[config.mk]
export PLATFORM = sky130hd
export DESIGN_NAME = petrc_filter
export DESIGN_NICKNAME = d
export VERILOG_FILES = /design/src/hdl/petrc_pkg.sv /design/src/hdl/petrc_filter.sv
export SDC_FILE = /design/constraint.sdc
export NUM_CORES = 1
export LEC_CHECK = 0
export BUFFER_PORTS_ARGS = -buffer_cell sky130_fd_sc_hd__clkbuf_2
export CORE_MARGIN = 5
export CORE_UTILIZATION = 50
export DETAILED_ROUTE_END_ITERATION = 6
export GPL_ROUTABILITY_DRIVEN = 0
export PLACE_DENSITY = 0.73
export SLEW_MARGIN = 10
export SYNTH_ARGS = -nofsm -noshare
export SYNTH_HDL_FRONTEND = slang
export SYNTH_SLANG_ARGS = --single-unit
[constraint.sdc]
create_clock -name clock -period 1.25 [get_ports clock]
set_input_delay 0.125 -clock clock [delete_from_list [all_inputs] [get_ports clock]]
set_output_delay 0.125 -clock clock [all_outputs]
set_load 0.1 [all_outputs]
[src/hdl/petrc_pkg.sv]
`timescale 1ns / 1ps
`default_nettype none

package petrc_pkg;

   localparam int TABLE_ENTRIES_DEF = 1024;
   localparam int REASON_COUNT_DEF  = 128;
   localparam int TID_SLOTS_DEF     = 4;

   localparam int SLOT_REGS = 4;
   localparam int ID_W      = 23;
   localparam int REASON_W  = 8;
   localparam int STATUS_W  = 2;
   localparam int COUNT_W   = 64;
   localparam int CSR_IDX_W = 3;

   localparam logic [CSR_IDX_W-1:0] CSR_FILTER_PID = 3'd0;
   localparam logic [CSR_IDX_W-1:0] CSR_FILTER_TID = 3'd1;
   localparam logic [CSR_IDX_W-1:0] CSR_TID_SLOT_0 = 3'd2;
   localparam logic [CSR_IDX_W-1:0] CSR_TID_SLOT_1 = 3'd3;
   localparam logic [CSR_IDX_W-1:0] CSR_TID_SLOT_2 = 3'd4;
   localparam logic [CSR_IDX_W-1:0] CSR_TID_SLOT_3 = 3'd5;

   typedef enum logic [STATUS_W-1:0] {
      ST_COUNTED    = 2'd0,
      ST_BAD_REASON = 2'd1,
      ST_FILTERED   = 2'd2,
      ST_FULL       = 2'd3
   } status_type;

   typedef enum logic [2:0] {
      S_CLEAR,
      S_IDLE,
      S_FILTER,
      S_PROBE_RD,
      S_PROBE_CHK,
      S_CNT_RD,
      S_CNT_WR,
      S_RESULT
   } state_type;

endpackage

`default_nettype wire

[src/hdl/petrc_filter.sv]
`timescale 1ns / 1ps
`default_nettype none

module petrc_filter #(
   parameter int TID_SLOTS = petrc_pkg::TID_SLOTS_DEF
) (
   input  logic                           clock,
   input  logic                           reset,
   input  logic                           csr_we,
   input  logic [petrc_pkg::CSR_IDX_W-1:0] csr_index,
   input  logic [petrc_pkg::ID_W-1:0]      csr_wdata,
   input  logic [petrc_pkg::ID_W-1:0]      pid,
   input  logic [petrc_pkg::ID_W-1:0]      tid,
   output logic                           pass
);
   import petrc_pkg::*;

   localparam int SEL_W = $clog2(SLOT_REGS);

   logic [ID_W-1:0]                 filter_pid_ff;
   logic [ID_W-1:0]                 filter_tid_ff;
   logic [SLOT_REGS-1:0][ID_W-1:0] slot_ff;
   logic [SEL_W-1:0]                slot_sel;
   logic                            list_ok;
   logic                            live;

   assign slot_sel = SEL_W'(csr_index - CSR_TID_SLOT_0);

   always_ff @(posedge clock) begin
      if (reset) begin
         filter_pid_ff <= '0;
         filter_tid_ff <= '0;
         slot_ff       <= '0;
      end else if (csr_we) begin
         unique case (csr_index) inside
            CSR_FILTER_PID: filter_pid_ff <= csr_wdata;
            CSR_FILTER_TID: filter_tid_ff <= csr_wdata;
            CSR_TID_SLOT_0, CSR_TID_SLOT_1, CSR_TID_SLOT_2, CSR_TID_SLOT_3:
               slot_ff[slot_sel] <= csr_wdata;
            default: ;
         endcase
      end
   end

   // list ends at its first empty slot
   always_comb begin
      list_ok = 1'b0;
      live    = 1'b1;
      for (int i = 0; i < TID_SLOTS; i++) begin
         if (slot_ff[i] == '0) begin
            live = 1'b0;
         end else if (live && (slot_ff[i] == tid)) begin
            list_ok = 1'b1;
         end
      end
      if (slot_ff[0] == '0) begin
         list_ok = 1'b1;
      end
      pass = ((filter_pid_ff == '0) || (filter_pid_ff == pid)) &&
             ((filter_tid_ff == '0) || (filter_tid_ff == tid)) && list_ok;
   end

endmodule

`default_nettype wire

==> summary.md <==
| Metric | Value |
|---|---|
| Pre-CTS setup slack | -703 ps |
| Max IR drop VDD | 1010 uV |
| Status | finished with violations |
| Total wire length | 22200 um |
| #FFs+latches synth | 138 |
| Most used DFF post-synth | dfxtp_1 |
| Post-Syn Nets | 949 |
| Synth warn | 0 |
| Chip Width | 127 um |
| Top cell family by delay on the critical path | simple AND/OR/NAND/NOR gates |
| Share of synthesized flip-flops with an asynchronous set or reset | 0% |
| Setup Skew | 0 ps |
| Num CTS Buffers | 17 |
| EDFF count, synth | 0 |
| Tot GR Track Use | 27.6% |
| Largest cells by area after synthesis | dfxtp_1 (41%), nand2_1 (16%), a21oi_1 (10%) |
| Filler Cell Count | 1085 |
| IO Count | 76 |
| CP max stage cell | dfxtp_2 |
| Total core area | 13300 um2 |
| Post-synth top cells | nand2_1 (286), a21oi_1 (138), dfxtp_1 (138) |
| Wire length per cell | 18.6 um |
| Antenna Nets Post-Route | 0 |
| Final hold violations | 0 |
| # setup viols final | 1 |
| # DRC | 0 |
| Post-Syn Instances | 874 |
| PortBufs | between 70 and 80 |
| GRT overflow | 0 |
| Latest clock arrival within the worst-skew pair | 410 ps |
| Die height | 127 um |
| Vias in the first global route | between 6000 and 7000 |
| Tot Pwr | 11.5 mW |
| Max cap viols | 0 |
| Slew of the pin with the lowest slew margin | roughly 420 ps |
| Share of cells above drive strength 1 | 26.6% |
| Post-DP HPWL | 16200 um |
| Cell mode on critical path | nand4_1 |
| Final instance area | 8890 um2 |
| Hold crit path type | primary input to flop |
| Initial core utilization | 51.2% |
| Net Sw Power | roughly 2.8 mW |
| Post-synth top area cell | dfxtp_1 |
| Cell variety after synth | 25 |
| First DRT Iteration DRCs | 692 |
| Critical path buffers and inverters | 2 |
| Yosys top cell area share | 40.6% |
| Failing checks | setup timing |
| Largest net degree at the start of global routing | 37 |
| Clk pwr share | 47.4% |
| First-pass iteration count of the detailed router | 5 |
| Cell Int Power | 8.73 mW |
| Crit start category | flop |
| Pwr Density | 1290 nW/um2 |
| Layout Nets | 1082 |
| Initial antenna violation count | 0 |
| Layout overhead on the synthesized area | 30.5% |
| Slew margin rel. | 72.1% |
| Critical setup path kind | flop to output port |
| Antenna cells | 0 |
| Clock transition at path regs | 60 ps |
| Flop pwr share | about two fifths |
| CP Cell Sequence | xnor2_1, nand4_1, nor4_2, nand4_1, a31oi_1, buf_4, o21ba_4, buf_12 |
| Post-synthesis cell area | 6810 um2 |
| Final Cycle Share | 193% |
| Most common cell in the netlist | nand2_1 |
| Final WS setup | -1160 ps |
| CTS tree | built |
| Worst EP required | 1120 ps |
| CP peak stage delay | 330 ps |
| RSZ-0062 raised after global routing | true |
| Leakage | 3.56 nW |
| Avg Cell Area, Syn | 7.79 um2 |
| Sw Share | between 20 and 25% |
| Vias per inst | between 5 and 6 |
| Clock Sinks | 138 |
| First-pass GRT wire length | 34500 um |
| F_max | about 410 MHz |
| Final Max Slew Viols | 0 |
| Die area | 16100 um2 |
| Max clock buf depth | 2 |
| H-tree Lvls | 4 |
| Root buffer cell | clkbuf_16 |
| Fin crit period | around 2400 ps |
| Critical path peak fanout | 3 |
| Logic pwr share | 12.7% |
| Row count | 42 |
| Via count | 6681 |
| Part of the Yosys area used for sequential elements | about 41% |
| DP Area | 8080 um2 |
| CP Capture Type | output port |
| Worst endpoint data arrival time | 2290 ps |
-- what timing repair did --
item                       in CTS  in global routing
buffers inserted                1                  0
hold buffers                    0                  0
resized for setup              16                 17
setup endpoints to repair       1                  1
pin swaps                      12                 15
-- final timing paths --
check	end	slack [ps]	start	cells after the start
worst max-delay path	pass	-1160	slot_ff[52]$_SDFFE_PP0P_	8
worst max register to register	filter_pid_ff[20]$_SDFFE_PP0P_	480	filter_pid_ff[20]$_SDFFE_PP0P_	3
worst min-delay path	slot_ff[18]$_SDFFE_PP0P_	40	csr_wdata[18]	3
worst min register to register	slot_ff[76]$_SDFFE_PP0P_	480	slot_ff[76]$_SDFFE_PP0P_	2
-- cell usage in the layout (no fill, tap or decap), types with 2 or more instances in the layout --
master,Yosys,final
dfxtp_2,0,31
clkinv_2,0,3
clkbuf_16,0,17
nand4_1,24,24
xnor2_2,6,21
a21oi_1,138,138
and2b_1,2,2
clkbuf_8,0,5
dfxtp_1,138,106
nand2_1,286,286
buf_4,4,90
nor3_1,8,7
nor4_2,0,6
nand3_1,7,7
nor4_1,51,45
and2_1,2,2
clkbuf_2,0,73
nor2_1,4,4
buf_12,0,17
o22ai_1,3,3
bufinv_16,0,4
xor2_1,75,75
clkbuf_1,27,3
xnor2_1,57,42
-- cell families (layout without fill, tap and decap cells) --
logic type	count (synthesis)	count (layout)	synth area share [%]
XOR/XNOR	138	138	18.4
buffers and inverters	66	212	5.42
AO/OA/AOI/OAI	144	144	10.8
AND/OR/NAND/NOR	388	388	24.8
flip-flops	138	138	40.6
-- power by group through the flow --
stage / clock network, mW / registers [mW] / logic, mW
after floorplan: 0 / 4.66 / 0.772
after global routing: 5.69 / 4.60 / 1.55
after detailed placement: 0 / 4.68 / 1.39
after global placement: 0 / 4.67 / 1.38
after CTS: 5.47 / 4.59 / 1.42
final: 5.44 / 4.59 / 1.46
-- sequential cells by signal (all words and copies together), names as in the netlist --
name           flops
filter_pid_ff     23
slot_ff           92
filter_tid_ff     23
-- worst min-delay path: cells and delay by family --
family,cells,cell delay (ps)
AOI/OAI and AO/OA,1,50
buffers and inverters,1,150
and+or+nand+nor,1,80
-- layout make-up --
class | count | area [um2] | share of cell area, %
clock inverters | 7 | 135 | 1.52
multi-input cells | 670 | 3840 | 43.2
repair buffers | 180 | 1380 | 15.5
flip-flops and latches | 138 | 2810 | 31.6
clock buffers | 25 | 505 | 5.69
well taps | 176 | 220 | 2.48
-- per-layer routing --
| layer | part of all wire (%) | vias up | track usage [%] | wire [um] |
|---|---|---|---|---|
| li1 | - | 3180 | - | - |
| met1 | 41 | 3117 | 34.2 | 9090 |
| met2 | 48 | 319 | 46.0 | 10700 |
| met3 | 7.0 | 65 | 5.97 | 1560 |
| met4 | 4.1 | 0 | 12.5 | 906 |
| met5 | 0 | - | 0 | 0 |
-- stage by stage --
stage / util, % / instances / hold WS [ps] / setup TNS, ps
after floorplan: - / 874 / 253 / -320
after global placement: 60.8 / 1164 / 462 / -764
after detailed placement: 60.8 / 1164 / 468 / -735
after CTS: 66.3 / 1196 / 32.2 / -1110
after global routing: 66.8 / 1196 / 36.8 / -1270
final: 66.8 / 1196 / 43.5 / -1160
Note: power is estimated with default switching activity, not from simulation.
